<file path="config.mk">
export PLATFORM = sky130hd
export DESIGN_NAME = fcr_wdiv
export DESIGN_NICKNAME = d
export VERILOG_FILES = /design/src/hw/rtl/fcr_pkg.sv /design/src/hw/rtl/fcr_wdiv.sv
export SDC_FILE = /design/constraint.sdc
export NUM_CORES = 2
export LEC_CHECK = 0
export ABC_AREA = 1
export BUFFER_PORTS_ARGS = -buffer_cell sky130_fd_sc_hd__buf_4
export CORE_ASPECT_RATIO = 0.8
export CORE_MARGIN = 2
export CORE_UTILIZATION = 37
export CTS_BUF_LIST = sky130_fd_sc_hd__clkbuf_4
export DETAILED_ROUTE_END_ITERATION = 12
export HOLD_SLACK_MARGIN = 0.08
export PLACE_DENSITY = 0.57
export SLEW_MARGIN = 20
export SYNTH_ARGS = -nofsm -noshare
export SYNTH_HDL_FRONTEND = slang
export SYNTH_SLANG_ARGS = --single-unit
</file>
<file path="constraint.sdc">
create_clock -name aclk -period 6.2 [get_ports aclk]
set_clock_uncertainty 0.15 [all_clocks]
set_input_delay 0.62 -clock aclk [delete_from_list [all_inputs] [get_ports aclk]]
set_output_delay 0.62 -clock aclk [all_outputs]
set_load 0.05 [all_outputs]
</file>
<file path="src/hw/rtl/fcr_pkg.sv">
// Types and constants for the conductor Fresnel reflectance pipeline.
// No dependencies; imported by every module of the block.
package fcr_pkg;

    localparam int C_W      = 15;  // positive cosine magnitude
    localparam int WIDE_W   = 47;  // ratio numerators and denominators
    localparam int RATIO_W  = 16;  // Q0.16 ratio
    localparam int WEIGHT_W = 24;  // Q8.16 weight
    localparam int PROD_W   = 33;  // gain * (r_perp + r_par)

    localparam logic [45:0]         ONE_Q32    = 46'h0_0001_0000_0000;
    localparam logic [WEIGHT_W-1:0] WEIGHT_MAX = 24'hFF_FFFF;

    typedef struct packed {
        logic signed [15:0] dir_x;
        logic signed [15:0] dir_y;
        logic signed [15:0] dir_z;
        logic [21:0]        eta;
        logic [21:0]        kappa;
        logic [15:0]        reflect_gain;
    } in_req_t;

    typedef struct packed {
        logic signed [15:0]  out_x;
        logic signed [15:0]  out_y;
        logic signed [15:0]  out_z;
        logic [WEIGHT_W-1:0] weight;
        logic                invalid;
    } out_req_t;

    // Per-item data that rides along with the arithmetic
    typedef struct packed {
        logic signed [15:0] out_x;
        logic signed [15:0] out_y;
        logic signed [15:0] out_z;
        logic               invalid;
        logic [15:0]        gain;
        logic [C_W-1:0]     c;
    } side_t;

    typedef struct packed {
        side_t             side;
        logic [WIDE_W-1:0] num_o;
        logic [WIDE_W-1:0] den_o;
        logic [WIDE_W-1:0] num_p;
        logic [WIDE_W-1:0] den_p;
    } front_t;

    typedef struct packed {
        side_t              side;
        logic [RATIO_W-1:0] r_o;
        logic [RATIO_W-1:0] r_p;
    } ratio_t;

endpackage

</file>
<file path="src/hw/rtl/fcr_wdiv.sv">
// Weight: gain * (r_perp + r_par) divided by the cosine, saturated.
// One product stage, then WEIGHT_W restoring stages; depends on fcr_pkg.
module fcr_wdiv (
    input  logic              aclk,
    input  logic              aresetn,
    input  logic              ce,
    input  logic              in_valid,
    input  fcr_pkg::ratio_t   in_data,
    output logic              out_valid,
    output fcr_pkg::out_req_t out_req
);
    import fcr_pkg::*;

    localparam int N = WEIGHT_W;

    logic              vp_reg;
    side_t             sidep_reg;
    logic [PROD_W-1:0] prod_reg;

    logic                v_reg   [N];
    side_t               side_reg[N];
    logic [C_W-1:0]      rem_reg [N];
    logic [N-1:0]        lo_reg  [N];
    logic [N-1:0]        q_reg   [N];
    logic                sat_reg [N];

    logic                v_in   [N];
    side_t               side_in[N];
    logic [C_W-1:0]      rem_in [N];
    logic [N-1:0]        lo_in  [N];
    logic [N-1:0]        q_in   [N];
    logic                sat_in [N];
    logic [C_W:0]        sh     [N];
    logic                ge     [N];

    // stage inputs; the first stage checks whether the quotient fits
    always_comb begin
        for (int k = 0; k < N; k++) begin
            if (k == 0) begin
                v_in[k]    = vp_reg;
                side_in[k] = sidep_reg;
                rem_in[k]  = C_W'(prod_reg[PROD_W-1:N]);
                lo_in[k]   = prod_reg[N-1:0];
                q_in[k]    = '0;
                sat_in[k]  = (C_W'(prod_reg[PROD_W-1:N]) >= sidep_reg.c);
            end else begin
                v_in[k]    = v_reg[k-1];
                side_in[k] = side_reg[k-1];
                rem_in[k]  = rem_reg[k-1];
                lo_in[k]   = lo_reg[k-1];
                q_in[k]    = q_reg[k-1];
                sat_in[k]  = sat_reg[k-1];
            end
            sh[k] = {rem_in[k], lo_in[k][N-1]};
            ge[k] = (sh[k] >= {1'b0, side_in[k].c});
        end
    end

    // valid bits
    always_ff @(posedge aclk) begin
        if (!aresetn) begin
            vp_reg <= 1'b0;
            for (int k = 0; k < N; k++) begin
                v_reg[k] <= 1'b0;
            end
        end else if (ce) begin
            vp_reg <= in_valid;
            for (int k = 0; k < N; k++) begin
                v_reg[k] <= v_in[k];
            end
        end
    end

    // product stage and long division stages
    always_ff @(posedge aclk) begin
        if (ce) begin
            sidep_reg <= in_data.side;
            prod_reg  <= PROD_W'(in_data.side.gain)
                       * (PROD_W'(in_data.r_o) + PROD_W'(in_data.r_p));
            for (int k = 0; k < N; k++) begin
                side_reg[k] <= side_in[k];
                sat_reg[k]  <= sat_in[k];
                rem_reg[k]  <= ge[k] ? C_W'(sh[k] - {1'b0, side_in[k].c}) : C_W'(sh[k]);
                lo_reg[k]   <= {lo_in[k][N-2:0], 1'b0};
                q_reg[k]    <= {q_in[k][N-2:0], ge[k]};
            end
        end
    end

    // result select
    always_comb begin
        out_req.out_x   = side_reg[N-1].out_x;
        out_req.out_y   = side_reg[N-1].out_y;
        out_req.out_z   = side_reg[N-1].out_z;
        out_req.invalid = side_reg[N-1].invalid;
        if (side_reg[N-1].invalid) begin
            out_req.weight = '0;
        end else if (sat_reg[N-1]) begin
            out_req.weight = WEIGHT_MAX;
        end else begin
            out_req.weight = q_reg[N-1];
        end
    end

    assign out_valid = v_reg[N-1];

endmodule

</file>
---- After elaboration in Yosys (flattened, before gate mapping) ----
Memory sizes are Yosys's and may differ from the RTL's.
Cells that the tools add are included.
storage, ports and cells
  bits in registers ....................... 114
  RAM bits ................................ 3456
  input port bits ......................... 116
  logic and storage cells ................. 144
  memories kept ........................... 6
operators by class
  $add $sub $neg .......................... 25
  multiply operators ...................... 1
  order comparisons ....................... 25
  multiplexer cells ....................... 55
  bitwise logic cells ..................... 24
memory list
  name      words  bits a word  rd ports  clocked after memory_dff  write ports  RTL line        source
  side_reg  24     80           24        0                         24           fcr_wdiv.sv:21  side_t side_reg[N];
  q_reg     24     24           24        0                         24           fcr_wdiv.sv:24  logic [N-1:0] q_reg [N];
  lo_reg    24     23           23        0                         24           fcr_wdiv.sv:23  logic [N-1:0] lo_reg [N];
  rem_reg   24     15           23        0                         24           fcr_wdiv.sv:22  logic [C_W-1:0] rem_reg [N];
  sat_reg   24     1            24        0                         24           fcr_wdiv.sv:25  logic sat_reg [N];
  v_reg     24     1            24        0                         24           fcr_wdiv.sv:20  logic v_reg [N];
operators with widths
  operator          number
  $ge A16 B15 Y1    23
  $mux W15          24
  $sub A15 B15 Y15  23
  $mux W24          2
  $mul A16 B17 Y33  1
  $mux W1           29
  $or A1 B1 Y1      24
  $add A16 B16 Y17  1
  $ge A10 B15 Y1    1
  $ge A9 B15 Y1     1
  $sub A10 B15 Y15  1

---- Logic depth before layout (Yosys ltp) ----
  depth in word-level cells ............... 4
  depth in mapped cells ................... 34

---- Least setup slack after synthesis ----
No wires, ideal clock.
  kind .................................... input to register
  start ................................... input port in_data[0] (netlist name)
  end ..................................... register prod_reg[32], data pin
  library setup time ...................... 0.252 ns
  arrival time ............................ 6.238 ns
  data required time ...................... 5.798 ns
  slack ................................... -0.440 ns
  stages on the path ...................... 32
  cells stage by stage .................... ha_1 > inv_1 > fa_1 > nor2_1 > nor2_1 > inv_1 > nand3_1 > nand3_1 > nand2_2 > nand2_1 > nor2_1 > fa_1 > inv_1 > fa_1 > fa_1 > inv_1 > fa_1 > fa_1 > inv_1 > fa_1 > inv_1 > ha_1 > nand2_1 > inv_1 > nand2_1 > nand2_1 > nand2_1 > nand2_1 > a21oi_1 > nand2_1 > nand2_1 > nand2_1
between the ends
  word-level cells in the longest chain between the ends .. 2
RTL lines
  element                 RTL line        source
  start: declaration      fcr_wdiv.sv:8   input fcr_pkg::ratio_t in_data,
  $add A16 B16 Y17        fcr_wdiv.sv:79  * (PROD_W'(in_data.r_o) + PROD_W'(in_data.r_p));
  $mul A16 B17 Y33        fcr_wdiv.sv:79
  end signal: assignment  fcr_wdiv.sv:78  prod_reg <= PROD_W'(in_data.side.gain)
  end: declaration        fcr_wdiv.sv:18  logic [PROD_W-1:0] prod_reg;
Every way passes these cells.
A chain may end at the register's enable or synchronous reset.

---- Worst setup path after layout ----
  start ................................... input port in_data[6] (netlist name)
  end ..................................... register prod_reg[25], data pin
The elaborated chain is that of the path after synthesis.

==> run metrics <==
final setup violation count=0; die width=627 um; die area=315,000 um2; post-DP HPWL=169,000 um; Slew HR=0.297; Worst Path Required=roughly 7000 ps; Post-CTS Resized=0; first-pass GRT wire length=roughly 380,000 um; r2r setup slk=just over 3000 ps; fin crit period=5830 ps; Post-Syn Area=115,000 um2; number of synthesized register bits=2,588; CP Capture Type=register; worst r2r src=side_in[1841]; CTS Sinks=2,588; # IOs=190; Cells after Synth=9,348; Fmax achieved=172 MHz; crit path launch type=input pin; RD Place Congestion=0.862; share of layout cells above drive strength 1=0.157; GR Util All Layers=0.152; register area share after synthesis=0.675; cell taking the most area after synthesis=edfxtp_1; Synth top area share=0.675; initial antenna violation count=12; clk_lat worst skew=1330 ps; Final WS setup=372 ps; largest net degree at the start of global routing=roughly 210; critical path fanouts, max=4; Initial Util=0.371; synth unique cells=49; final hold viol count=0; Pre-antenna DRT Iters=6; Worst-Margin Slew=1050 ps; Final ANT Viol Nets=0; Hold Crit Class=reg2reg; kind of critical path=in2reg; FP Rows=between 150 and 200; CTS tree=done; max-slew violations=0; Register-to-Register Path Depth=10; WL final=238,000 um; CTS HTree Levels=6; nets=11.3k; WHS=158 ps; status=completed; DRC viols=0; Syn Nets=10.2k; arrival time at the worst endpoint=between 6000 and 7000 ps; Largest register FFs=1,521; Clock Tree Buf Depth=4; vias in the first global route=around 70k; input/output buffers=189; Reg-to-Reg End=rem_reg[0][14]; Die H=503 um; synth warn=0; top post-synthesis cells by area=edfxtp_1 (67%), nand2_1 (8.0%), ha_1 (5.3%), inv_1 (5.2%), fa_1 (4.0%); Num CTS Buffers=663; RSZ-0062 raised after global routing=false; final core utilization=0.430; clock root buffer=clkbuf_4; post-synthesis to final-layout area growth=15.8%; Initial DRC Count=between 4k and 5k; routed via count=68.2k; WL/cell=15.8 um; drt via density=4.51; max_cap viols=0; grt ovf=0; worst min-delay path endpoint=sat_reg[0][7]; Avg Inst Size Synth=approximately 12 um2; number of fill cells in the layout=29.1k; TNS Setup=0 ps; Core ar.=310,000 um2; Post-CTS Setup Repair Bufs=0; Hold Startpoint=sat_reg[0][6]; CTS clk-pin slew, worst paths=70 ps; worst hold stages=0; period utilisation layout=0.940; Place WS=-825 ps; number of buffers inserted by hold repair at cts=140
-- kinds of logic after synthesis --
logic type | synth area share
and+or+nand+nor | 0.141
DFF | 0.675
buffers and inverters | 0.0570
adders and majority gates | 0.0931
AOI/OAI and AO/OA | 0.0196
xor gates and xnor gates | 0.0136
-- worst max path at each step --
| stage | end | depth (start not counted) | slack (ps) | from |
|---|---|---|---|---|
| global route | prod_reg[25] | 28 | 110 | in_data[6] |
| floorplan | prod_reg[32] | 34 | -50 | in_data[0] |
| detailed placement | prod_reg[25] | 28 | -820 | in_data[6] |
| global placement | prod_reg[30] | 32 | -830 | in_data[6] |
| CTS | prod_reg[25] | 28 | 600 | in_data[6] |
| finish | prod_reg[25] | 28 | 370 | in_data[6] |
-- stage by stage --
step	instances	area [um2]
after detailed placement	13900	124000
final	15100	133000
after global placement	13900	124000
after CTS	15100	133000
after floorplan	9348	116000
after global routing	15100	133000
-- placed cells by master (no fill, tap or decap), types with 14 or more instances in the layout --
cell / n
nand4_1: 129
inv_1: 1563
o21ai_0: 122
buf_4: 415
nand3b_1: 44
edfxtp_1: 2586
clkinv_1: 108
ha_4: 16
nand3_2: 52
ha_1: 469
and2_1: 33
a21oi_1: 249
buf_12: 21
nand2_4: 20
nand2_2: 53
xor2_1: 123
inv_2: 45
clkinv_2: 27
nor2_1: 432
clkbuf_4: 913
nand3_1: 439
fa_1: 226
nor2_2: 30
nor3_1: 58
dlygate4sd3_1: 140
nand2_1: 2413
o21bai_1: 14
xnor2_1: 48
-- critical path, cell delays in order --
cell and delay [ps]:
buf_4 110, ha_1 320, nand2_1 80, nand2_1 70
buf_4 130, nand2_1 50, nand3_1 90, a21oi_1 240
nand3b_1 200, nand2_2 150, nor2_1 70, fa_1 540
inv_1 60, fa_1 530, inv_1 50, fa_1 520
fa_1 480, fa_1 540, inv_1 60, fa_1 400
inv_1 60, ha_1 260, nand2_1 170, nor2_1 310
and2_1 210, nand3_1 100, nand4_1 110, nand2_1 60
-- cells in the mapped netlist (all sizes together) --
master / number
fa: 232
nand3: 500
edfxtp: 2586
o21ai: 130
o31ai: 1
inv: 1598
nor2: 465
o21bai: 14
clkbuf: 28
nor3b: 1
nand2: 2486
a21oi: 267
and2: 41
buf: 56
nor3: 71
o21a: 1
a21boi: 1
o211ai: 1
a21o: 3
dfxtp: 2
nand4: 138
nor4: 1
or2: 18
ha: 485
nand3b: 44
xor2: 125
a211oi: 1
xnor2: 50
nand2b: 2
-- layout make-up --
class                   instances  area, um2  share of cell area
clock inverters               181       1100             0.00825
repair buffers                578       4990              0.0375
multi-input cells            5078      31300               0.235
clock buffers                 913       6850              0.0515
inverters                    1598       6010              0.0451
diodes                          7       17.5            0.000131
well taps                    4162       5210              0.0391
flip-flops and latches       2588      77700               0.583
-- per-layer routing --
layer  wire [um]  vias up  global-route usage
met3       10400      469              0.0292
met5          83        -                   0
li1            -    34000                   -
met1      113000    32300               0.209
met2      108000     1378               0.239
met4        6470       12              0.0540
Power is left out: the tool's default activity adds up to more than one toggle a clock period on the data nets, which glitch-free logic cannot reach.
